<file path="config.mk">
export PLATFORM = sky130hd
export DESIGN_NAME = manifest_record_decoder
export DESIGN_NICKNAME = d
export VERILOG_FILES = /design/src/rtl/mrd_pkg.sv /design/src/rtl/mrd_accum.sv /design/src/rtl/manifest_record_decoder.sv
export SDC_FILE = /design/constraint.sdc
export NUM_CORES = 1
export LEC_CHECK = 0
export ABC_CLOCK_PERIOD_IN_PS = 17400
export BUFFER_PORTS_ARGS = -buffer_cell sky130_fd_sc_hd__buf_2
export CORE_ASPECT_RATIO = 0.8
export CORE_UTILIZATION = 31
export CTS_CLUSTER_DIAMETER = 30
export DETAILED_ROUTE_END_ITERATION = 6
export PLACE_DENSITY_LB_ADDON = 0.1
export SYNTH_ARGS = -nofsm -noshare
export SYNTH_HDL_FRONTEND = slang
export SYNTH_SLANG_ARGS = --single-unit
</file>
<file path="constraint.sdc">
create_clock -name i_clk -period 17.4 [get_ports i_clk]
set_clock_uncertainty 0.1 [all_clocks]
set_input_delay 0.87 -clock i_clk [delete_from_list [all_inputs] [get_ports i_clk]]
set_output_delay 0.87 -clock i_clk [all_outputs]
set_load 0.01 [all_outputs]
</file>
<file path="src/rtl/mrd_pkg.sv">
package mrd_pkg;

    // Sizes of the opaque identifier fields, in bytes
    localparam int REPLICA_BYTES = 16;
    localparam int SEGMENT_BYTES = 16;
    localparam int MODEL_BYTES   = 16;

    localparam logic [7:0] ENCODING_VERSION = 8'd1;

    // Byte offsets of the record layout
    localparam int OFF_VER  = 0;
    localparam int OFF_KIND = 1;
    localparam int OFF_CTR  = 2;
    localparam int OFF_REP  = OFF_CTR + 8;
    localparam int OFF_PREV = OFF_REP + REPLICA_BYTES;
    localparam int OFF_SEG  = OFF_PREV + 8;
    localparam int OFF_CNT  = OFF_SEG + SEGMENT_BYTES;
    localparam int OFF_TOT  = OFF_CNT + 4;
    localparam int OFF_MOD  = OFF_TOT + 8;
    localparam int OFF_SLOT = OFF_MOD + MODEL_BYTES;
    localparam int OFF_SUCC = OFF_SLOT + 4;
    localparam int REC_LEN  = OFF_SUCC + SEGMENT_BYTES;

    // Position counter holds 0 .. REC_LEN
    localparam int POS_W = $clog2(REC_LEN + 1);

    // Configuration register indexes
    localparam int CFG_IDX_W = 8;
    localparam logic [CFG_IDX_W-1:0] CFG_KIND_FIRST = 8'd0;
    localparam logic [CFG_IDX_W-1:0] CFG_KIND_LAST  = 8'd1;

    localparam logic [7:0] KIND_FIRST_RST = 8'd0;
    localparam logic [7:0] KIND_LAST_RST  = 8'd2;

    typedef struct packed {
        logic [7:0] data_byte;
        logic       last_byte;
    } t_in_item;

    typedef struct packed {
        logic        record_ok;
        logic [7:0]  op_kind;
        logic [63:0] op_counter;
        logic [63:0] op_prev;
        logic [31:0] vector_count;
        logic [63:0] byte_total;
        logic [31:0] slot_index;
    } t_out_item;

endpackage

</file>
<file path="src/rtl/mrd_accum.sv">
module mrd_accum
    import mrd_pkg::*;
(
    input  logic       i_clk,
    input  logic       i_rst_n,
    input  logic       i_take,
    input  t_in_item   i_item,
    input  logic [7:0] i_kind_first,
    input  logic [7:0] i_kind_last,
    output t_out_item  o_result
);

    logic [POS_W-1:0] r_pos,     n_pos;
    logic             r_failed,  n_failed;
    logic [7:0]       r_kind,    n_kind;
    logic [63:0]      r_counter, n_counter;
    logic [63:0]      r_prev,    n_prev;
    logic [31:0]      r_count,   n_count;
    logic [63:0]      r_total,   n_total;
    logic [31:0]      r_slot,    n_slot;

    logic [7:0] b;
    logic       exact;

    function automatic logic in_field(input logic [POS_W-1:0] p, input int off, input int len);
        in_field = (p >= POS_W'(off)) && (p < POS_W'(off + len));
    endfunction

    always_comb begin
        b         = i_item.data_byte;
        n_pos     = r_pos;
        n_failed  = r_failed;
        n_kind    = r_kind;
        n_counter = r_counter;
        n_prev    = r_prev;
        n_count   = r_count;
        n_total   = r_total;
        n_slot    = r_slot;

        if (r_pos >= POS_W'(REC_LEN)) begin
            // past the end: hold position, mark the record bad
            n_failed = 1'b1;
        end else begin
            n_pos = r_pos + 1'b1;
            if (r_pos == POS_W'(OFF_VER)) begin
                if (b != ENCODING_VERSION) n_failed = 1'b1;
            end else if (r_pos == POS_W'(OFF_KIND)) begin
                n_kind = b;
                if (b < i_kind_first || b > i_kind_last) n_failed = 1'b1;
            end else if (in_field(r_pos, OFF_CTR, 8)) begin
                n_counter = {r_counter[55:0], b};
            end else if (in_field(r_pos, OFF_PREV, 8)) begin
                n_prev = {r_prev[55:0], b};
                if (r_pos == POS_W'(OFF_PREV + 7) && n_prev >= r_counter) n_failed = 1'b1;
            end else if (in_field(r_pos, OFF_CNT, 4)) begin
                n_count = {r_count[23:0], b};
            end else if (in_field(r_pos, OFF_TOT, 8)) begin
                n_total = {r_total[55:0], b};
            end else if (in_field(r_pos, OFF_SLOT, 4)) begin
                n_slot = {r_slot[23:0], b};
            end
        end

        exact = (r_pos == POS_W'(REC_LEN - 1));

        o_result.record_ok    = !n_failed && exact;
        o_result.op_kind      = n_kind;
        o_result.op_counter   = n_counter;
        o_result.op_prev      = n_prev;
        o_result.vector_count = n_count;
        o_result.byte_total   = n_total;
        o_result.slot_index   = n_slot;
    end

    always_ff @(posedge i_clk) begin
        if (!i_rst_n) begin
            r_pos     <= '0;
            r_failed  <= 1'b0;
            r_kind    <= '0;
            r_counter <= '0;
            r_prev    <= '0;
            r_count   <= '0;
            r_total   <= '0;
            r_slot    <= '0;
        end else if (i_take) begin
            if (i_item.last_byte) begin
                // record done: start the next one from zero
                r_pos     <= '0;
                r_failed  <= 1'b0;
                r_kind    <= '0;
                r_counter <= '0;
                r_prev    <= '0;
                r_count   <= '0;
                r_total   <= '0;
                r_slot    <= '0;
            end else begin
                r_pos     <= n_pos;
                r_failed  <= n_failed;
                r_kind    <= n_kind;
                r_counter <= n_counter;
                r_prev    <= n_prev;
                r_count   <= n_count;
                r_total   <= n_total;
                r_slot    <= n_slot;
            end
        end
    end

endmodule

</file>
<file path="src/rtl/manifest_record_decoder.sv">
// Manifest record decoder: takes one record byte per request, the last byte
// flagged, and on the last byte returns one result with the gathered counter,
// back-pointer, vector count, byte total, slot index, kind and an ok bit (version
// is 1, kind lies within kind_first..kind_last, back-pointer below counter, length
// exactly 98 bytes with 16-byte identifiers). A byte is taken every cycle unless
// the input stalls: it is registered at the input, then folded from that register
// into the record state and, if last, its result is written into the output
// register at that fold. The input stalls only on a last byte whose result cannot
// enter a still-full output register. Bytes beyond the record length are dropped
// and mark the record bad. Configuration writes are always taken (ready tied high)
// and must be made between records; indexes other than 0 and 1 are ignored.
module manifest_record_decoder
    import mrd_pkg::*;
(
    input  logic                 i_clk,
    input  logic                 i_rst_n,
    input  logic                 i_in_valid,
    output logic                 o_in_ready,
    input  t_in_item             i_in_data,
    output logic                 o_out_valid,
    input  logic                 i_out_ready,
    output t_out_item            o_out_data,
    input  logic                 i_cfg_valid,
    output logic                 o_cfg_ready,
    input  logic [CFG_IDX_W-1:0] i_cfg_index,
    input  logic [7:0]           i_cfg_data
);

    logic       r_in_valid, n_in_valid;
    t_in_item   r_in;
    logic       r_out_valid, n_out_valid;
    t_out_item  r_out;
    logic [7:0] r_kind_first;
    logic [7:0] r_kind_last;

    logic      out_free;
    logic      advance;
    t_out_item result;

    mrd_accum u_accum (
        .i_clk        (i_clk),
        .i_rst_n      (i_rst_n),
        .i_take       (advance),
        .i_item       (r_in),
        .i_kind_first (r_kind_first),
        .i_kind_last  (r_kind_last),
        .o_result     (result)
    );

    always_comb begin
        out_free    = !r_out_valid || i_out_ready;
        // a last byte waits until the output register can take its result
        advance     = r_in_valid && (!r_in.last_byte || out_free);
        o_in_ready  = !r_in_valid || advance;
        n_in_valid  = (i_in_valid && o_in_ready) || (r_in_valid && !advance);
        n_out_valid = (advance && r_in.last_byte) || (r_out_valid && !i_out_ready);
    end

    always_ff @(posedge i_clk) begin
        if (!i_rst_n) begin
            r_in_valid  <= 1'b0;
            r_out_valid <= 1'b0;
        end else begin
            r_in_valid  <= n_in_valid;
            r_out_valid <= n_out_valid;
        end
    end

    always_ff @(posedge i_clk) begin
        if (i_in_valid && o_in_ready) begin
            r_in <= i_in_data;
        end
        if (advance && r_in.last_byte) begin
            r_out <= result;
        end
    end

    always_ff @(posedge i_clk) begin
        if (!i_rst_n) begin
            r_kind_first <= KIND_FIRST_RST;
            r_kind_last  <= KIND_LAST_RST;
        end else if (i_cfg_valid) begin
            case (i_cfg_index)
                CFG_KIND_FIRST: r_kind_first <= i_cfg_data;
                CFG_KIND_LAST:  r_kind_last  <= i_cfg_data;
                default: ;
            endcase
        end
    end

    assign o_cfg_ready = 1'b1;
    assign o_out_valid = r_out_valid;
    assign o_out_data  = r_out;

endmodule

</file>
==> metrics.md, run 1 <==
| Metric | Value |
|---|---|
| Comb pwr share | `2.1%` |
| Worst EP required | `between 15 and 20 ns` |
| Grt total ovfl | `0` |
| Most frequent cells in the layout | `buf_2, dfxtp_1, nor2b_1` |
| Post-synth top area share | `34.43%` |
| Fin crit share | `24.01%` |
| Hold Crit Class | `in2reg` |
| Static Leak | `around 13 nW` |
| Post-Syn Area | `0.02390 mm²` |
| Antenna diodes | `0` |
| Hold Buf Count CTS | `0` |
| Final Setup Violations | `0` |
| Clock root buffer | `clkbuf_16` |
| Min-delay src | `i_in_data[3]` |
| Clk sinks | `564` |
| Post-Syn Nets | `1995` |
| Tot Pwr | `4.039 mW` |
| Layout cells sized above 1 | `32.03%` |
| Pre-CTS setup slack | `roughly 13 ns` |
| Crit path launch type | `flop` |
| Vias in the first global route | `15970` |
| CP arrival | `approximately 4.4 ns` |
| Fin. Hold Viols | `0` |
| Reg-to-Reg Start | `r_in[0]` |
| Num ports | `298` |
| First-pass iteration count of the detailed router | `5` |
| Clock share of power | `63.2%` |
| Synth top area cells | `edfxtp_1, dfxtp_1, mux2_2, a22oi_1, nor2b_1` |
| All-Layer GR Usage | `17.48%` |
| Mapped Avg Cell Area | `between 10 and 15 µm²` |
| Max cap viols | `0` |
| Starting Density | `a little under a third` |
| Crit Path Category | `reg2reg` |
| Remaining antenna violation count after routing | `0` |
| H-tree depth | `4` |
| Final core occ | `40.90%` |
| CP delay by family, top | `buffers and inverters` |
| Ys async rst share | `0%` |
| Cell variety after synth | `58` |
| Total negative slack | `0 ns` |
| Via count | `16150` |
| Critical Path Fanout Max | `71` |
| Critical path cell sequence | `nand2_1, nand2_4, nor2_4, buf_4, buf_4` |
| Wirelength per Cell | `20.86 µm` |
| Worst path buffer plus inverter count | `2` |
| Initial drt markers | `between 1000 and 1500` |
| GP Congestion | `approximately 0.76` |
| Clk_lat worst skew | `a little over 0.7 ns` |
| Gates resized, CTS repair | `0` |
| Sequential share of power | `around a third` |
| Worst setup path startpoint | `r_in[0]` |
| First-pass GRT wire length | `102400 µm` |
| Rows | `90` |
| Die area | `0.07822 mm²` |
| NetSw | `0.8737 mW` |
| CTS Buffer Depth | `3` |
| Yosys synthesis warning count | `0` |
| Slew margin rel. | `24.40%` |
| Post-CTS Setup Bufs | `0` |
| Pin count of the biggest net entering global routing | `168` |
| Core footprint | `0.07590 mm²` |
| Tmin final | `4.178 ns` |
| RSZ-0062 raised after global routing | `no` |
| Synth Flop Type | `dfxtp_1` |
| Sequential area share after synthesis | `58.72%` |
| Mapped Cells | `1882` |
| Commonest non-fill, non-tap cell in the layout | `buf_2` |
| Int Pwr | `3.165 mW` |
| Final WL | `between 60000 and 70000 µm` |
| Worst slew pin tran | `around 1.1 ns` |
| Post-synth top area cell | `edfxtp_1` |
| Most used cell, CP | `buf_4` |
| CP max stage cell | `nor2_4` |
| CTS Buf Count | `135` |
| #FFs+latches synth | `564` |
| Post-synth EDFFs | `274` |
| Clock Pin Slew Worst Setup and Hold Paths | `0.04 ns` |
| CTS tree | `yes` |
| Setup WS post-layout | `around 13 ns` |
| Max incr delay on CP | `1.00 ns` |
| Initial antenna violation count | `10` |
| Die width | `312.4 µm` |
| # DRC | `0` |
| Crit. End Element | `flop` |
| I/O Buffers | `296` |
| Die Ht | `~250 µm` |
| Max Freq | `239.3 MHz` |
| Final slew viol count | `0` |
| Vias per cell | `~4.8` |
| Sw frac | `21.63%` |
| Cell area power density | `130.1 mW/mm²` |
| Area Growth Syn to Fin | `29.87%` |
| Status | `complete, no violations` |
| Nets | `roughly 2300` |
| Dpl hpwl | `43900 µm` |
| Maximum VDD drop | `0.08192 mV` |
[sequential cells by signal (all words and copies together) (netlist names)]
register,flops
o_out_data,265
o_out_valid,1
r_in,9
r_in_valid,1
r_kind_first,8
r_kind_last,8
u_accum.r_count,32
u_accum.r_counter,64
u_accum.r_failed,1
u_accum.r_kind,8
u_accum.r_pos,7
u_accum.r_prev,64
u_accum.r_slot,32
u_accum.r_total,64
[final timing paths]
kind / end / slack (ns) / cells past startpoint
max: o_out_data[221] / 13.22 / 5
min: r_in[3] / 0.25 / 1
max reg2reg: o_out_data[221] / 13.22 / 5
min reg2reg: u_accum.r_failed / 0.38 / 2
[cells in the mapped netlist, drive strengths merged, types with 3 or more instances]
cell / n
dfxtp: 290
nor2b: 283
edfxtp: 274
a22oi: 265
mux2: 206
clkbuf: 88
inv: 87
ha: 83
mux2i: 71
buf: 36
nand2: 35
a21oi: 26
nor2: 26
o21ai: 19
nand3: 13
nand4: 13
a211oi: 5
nor3: 5
nor4: 5
a31oi: 4
or4: 4
xor2: 4
a21o: 3
and4: 3
nand2b: 3
o21a: 3
[power groups by stage]
stage | registers (mW) | clock network [mW] | logic [mW]
2_1_floorplan | 1.44 | 0 | 0.0454
3_3_place_gp | 1.43 | 0 | 0.0848
3_5_place_dp | 1.43 | 0 | 0.0857
4_1_cts | 1.40 | 2.61 | 0.0861
5_1_grt | 1.40 | 2.68 | 0.0906
6_report | 1.40 | 2.55 | 0.0834
[routing by layer]
| metal | vias up | track usage, % | part of all wire [%] |
|---|---|---|---|
| met5 | - | 0 | 0.055 |
| met4 | 8 | 6.261 | 2.0 |
| met3 | 109 | 4.877 | 5.8 |
| met2 | 416 | 25.17 | 43 |
| met1 | 7977 | 24.83 | 49 |
| li1 | 7644 | - | - |
[cell families (layout without fill, tap and decap cells)]
kind of cell / after synthesis / after routing / share of synthesized area [%]
DFF: 564 / 564 / 58.72
and+or+nand+nor: 399 / 399 / 9.978
AOI/OAI and AO/OA: 341 / 341 / 10.28
muxes: 277 / 277 / 12.76
buffers and inverters: 211 / 658 / 3.685
adders and majority gates: 83 / 83 / 4.345
xor gates and xnor gates: 6 / 6 / 0.2199
other: 1 / 1 / 0.01569
[final cells by class]
type                            instances  area (µm²)
Fill cell                            7294       44860
Multi-Input combinational cell       1107        9032
Clock buffer                          180        3719
Clock inverter                         70       974.7
Timing Repair Buffer                  321        1688
Inverter                               87       326.6
Tap cell                             1012        1266
Sequential cell                       564       14030
[metrics by stage]
| step | area [µm²] | cells | hold WS [ns] |
|---|---|---|---|
| after floorplan | 23900 | 1882 | 0.3446 |
| after global placement | 26350 | 3091 | 0.3604 |
| after detailed placement | 26350 | 3091 | 0.3689 |
| after CTS | 31040 | 3341 | 0.1881 |
| after global routing | 31040 | 3341 | 0.2010 |
| final | 31040 | 3341 | 0.2489 |
Note: power is estimated with default switching activity, not from simulation.
==> inputs of run 2 (changes only) <==
--- a/config.mk
+++ b/config.mk
@@ -5,7 +5,8 @@
 export SDC_FILE = /design/constraint.sdc
 export NUM_CORES = 1
 export LEC_CHECK = 0
-export ABC_CLOCK_PERIOD_IN_PS = 17400
+export ABC_AREA = 1
+export ABC_CLOCK_PERIOD_IN_PS = 3500
 export BUFFER_PORTS_ARGS = -buffer_cell sky130_fd_sc_hd__buf_2
 export CORE_ASPECT_RATIO = 0.8
 export CORE_UTILIZATION = 31
==> constraint.sdc (replaced) <==
create_clock -name i_clk -period 3.5 [get_ports i_clk]
set_clock_uncertainty 0.1 [all_clocks]
set_input_delay 0.175 -clock i_clk [delete_from_list [all_inputs] [get_ports i_clk]]
set_output_delay 0.175 -clock i_clk [all_outputs]
set_load 0.01 [all_outputs]
==> run 2 against run 1 <==
Area after synthesis decreased by 0.60%. Combinational power increased to 5.9 times the previous value. Count of clock-buffer cells in the layout grew 12. Largest cell class unchanged. Largest power group unchanged.
==> metrics.md, run 2 <==
| Metric | Value |
|---|---|
| H-tree depth | `4` |
| Most frequent cells in the layout | `nand2_1, a21oi_1, buf_2` |
| I/O Buffers | `~300` |
| Post-synth top area cell | `edfxtp_1` |
| Clk_lat worst skew | `0.70 ns` |
| GP Congestion | `0.7962` |
| Mapped Cells | `roughly 2600` |
| Total negative slack | `0 ns` |
| Wirelength per Cell | `17.61 µm` |
| Fin crit share | `76.38%` |
| CTS Buffer Depth | `3` |
| Worst slew pin tran | `1.095 ns` |
| CTS Buf Count | `about 140` |
| Mapped Avg Cell Area | `9.244 µm²` |
| Most used cell, CP | `nand2_1` |
| Crit. End Element | `flop` |
| Initial drt markers | `~1300` |
| Synth top area cells | `edfxtp_1, dfxtp_1, nand2_1, a21oi_1, ha_1` |
| Max cap viols | `0` |
| Sequential area share after synthesis | `59.07%` |
| Clock Pin Slew Worst Setup and Hold Paths | `0.04 ns` |
| RSZ-0062 raised after global routing | `no` |
| # DRC | `0` |
| Vias per cell | `4.677` |
| Dpl cells | `3757` |
| Vias in the first global route | `18040` |
| Num ports | `298` |
| Max incr delay on CP | `between 0.5 and 0.6 ns` |
| Non-filler cells, final | `4034` |
| Clk sinks | `roughly 560` |
| Critical path cell sequence | `inv_1, ha_1, nand2_1, nor2_1, nand2_1, nor3_1, nand2_1, nor2_1, nand2_1, nand2_1, nand2_1, nand2_1, nand2_1, nand2_1, nor3b_1` |
| First-pass GRT wire length | `about 110000 µm` |
| Cell area power density | `approximately 650 mW/mm²` |
| Static Leak | `11.69 nW` |
| Max reg flops | `roughly 270` |
| Final slew viol count | `0` |
| Die area | `0.07775 mm²` |
| Dpl hpwl | `44780 µm` |
| Crit path launch type | `flop` |
| Multi-input logic area | `roughly 0.0083 mm²` |
| Post-synth top area share | `around 35%` |
| Hold Crit Class | `in2reg` |
| Pin count of the biggest net entering global routing | `approximately 180` |
| First-pass iteration count of the detailed router | `5` |
| Cell variety after synth | `41` |
| Final Setup Violations | `0` |
| Register area | `0.01403 mm²` |
| Commonest non-fill, non-tap cell in the layout | `nand2_1` |
| Ys async rst share | `0%` |
| Clock root buffer | `clkbuf_16` |
| Status | `complete, no violations` |
| Yosys synthesis warning count | `0` |
| Initial antenna violation count | `3` |
| Most numerous cell in the Yosys netlist | `nand2_1` |
| Tmin final | `2.673 ns` |
| Final WL | `71030 µm` |
| Crit Path Category | `reg2reg` |
| Post-Syn Area | `0.02376 mm²` |
| Filler cells | `7421` |
| Die Ht | `249.6 µm` |
| Grt total ovfl | `0` |
| Rows | `90` |
| Nets | `3019` |
| Area Growth Syn to Fin | `31.11%` |
| All-Layer GR Usage | `18.07%` |
| Core footprint | `0.07567 mm²` |
| Remaining antenna violation count after routing | `0` |
| Via count | `18870` |
| WHS | `0.07098 ns` |
| CTS tree | `yes` |
| Fin. Hold Viols | `0` |
| Critical Path Fanout Max | `3` |
| Slew margin rel. | `between 20 and 30%` |
| Layout cells sized above 1 | `a little over a fifth` |
| Post-Syn Nets | `2683` |
| Post-synth EDFFs | `274` |
| Post-CTS Setup Bufs | `0` |
| Tot Pwr | `20.15 mW` |
| Max Freq | `374.1 MHz` |
| Maximum VDD drop | `0.3924 mV` |
| Synth Flop Type | `dfxtp_1` |
| #FFs+latches synth | `about 560` |
| Synth top cells by count | `nand2_1, a21oi_1, dfxtp_1` |
| Die width | `~310 µm` |
| CP arrival | `3.00 ns` |
| CP max stage cell | `nor3_1` |
| Worst EP required | `3.82 ns` |
| Starting Density | `around a third` |
[run 2: report_power, final]
part / internal, mW / switching [mW]
Clock: 8.73 / 3.90
Combinational: 0.124 / 0.371
Sequential: 6.99 / 0.0425
Total: 15.8 / 4.31
[run 2: cell type report]
class / instances / area share (%)
diodes: 1 / 0.008034
well taps: 1012 / 4.065
multi-input cells: 1661 / 26.78
flip-flops and latches: 564 / 45.06
repair buffers: 343 / 6.700
inverters: 198 / 2.422
clock inverters: 63 / 2.374
clock buffers: 192 / 12.59
[run 2: per-stage QoR]
step | utilization [%] | setup slack [ns] | instance area, µm²
floorplan | - | -1.710 | 23770
global placement | 34.72 | 0.8536 | 26270
detailed placement | 34.72 | 0.8675 | 26270
CTS | 41.16 | 0.8375 | 31140
global route | 41.16 | 0.5897 | 31140
finish | 41.16 | 0.8268 | 31150
[run 2: what timing repair did]
action | in CTS | in global routing
endpoints found under the hold margin | 41 | 0
resized for setup | 0 | 0
hold buffers | 21 | 0
[run 2: final timing paths]
check                                           start                   to  slack [ns]  cells past startpoint
worst min-delay path                      i_cfg_valid       r_kind_last[7]        0.07                      3
worst min register to register    u_accum.r_total[39]  u_accum.r_total[39]        0.36                      2
worst max register to register  u_accum.r_counter[53]      o_out_data[264]        0.83                     15
worst max-delay path            u_accum.r_counter[53]      o_out_data[264]        0.83                     15
[run 2: cell families (layout without fill, tap and decap cells)]
group | after synthesis | after routing | share of synthesized area (%)
and+or+nand+nor | 951 | 951 | 15.35
AOI/OAI and AO/OA | 601 | 601 | 14.00
DFF | 564 | 564 | 59.07
buffers and inverters | 345 | 796 | 5.999
adders and majority gates | 83 | 83 | 4.371
muxes | 25 | 25 | 1.185
other | 1 | 2 | 0.01579
[run 2: per-layer routing]
metal	wire length, µm	up-vias	track usage (%)
met2	31460	489	26.83
met5	0	-	0
met4	1506	0	6.418
li1	-	9289	-
met1	34090	8981	25.49
met3	3979	107	4.246
[run 2: worst max-delay path: cells and delay by family, from the launching register on]
kind                       cells  cell delay (ns)
and+or+nand+nor               13             1.56
DFF                            1             0.36
adders and majority gates      1             0.30
buffers and inverters          1             0.10
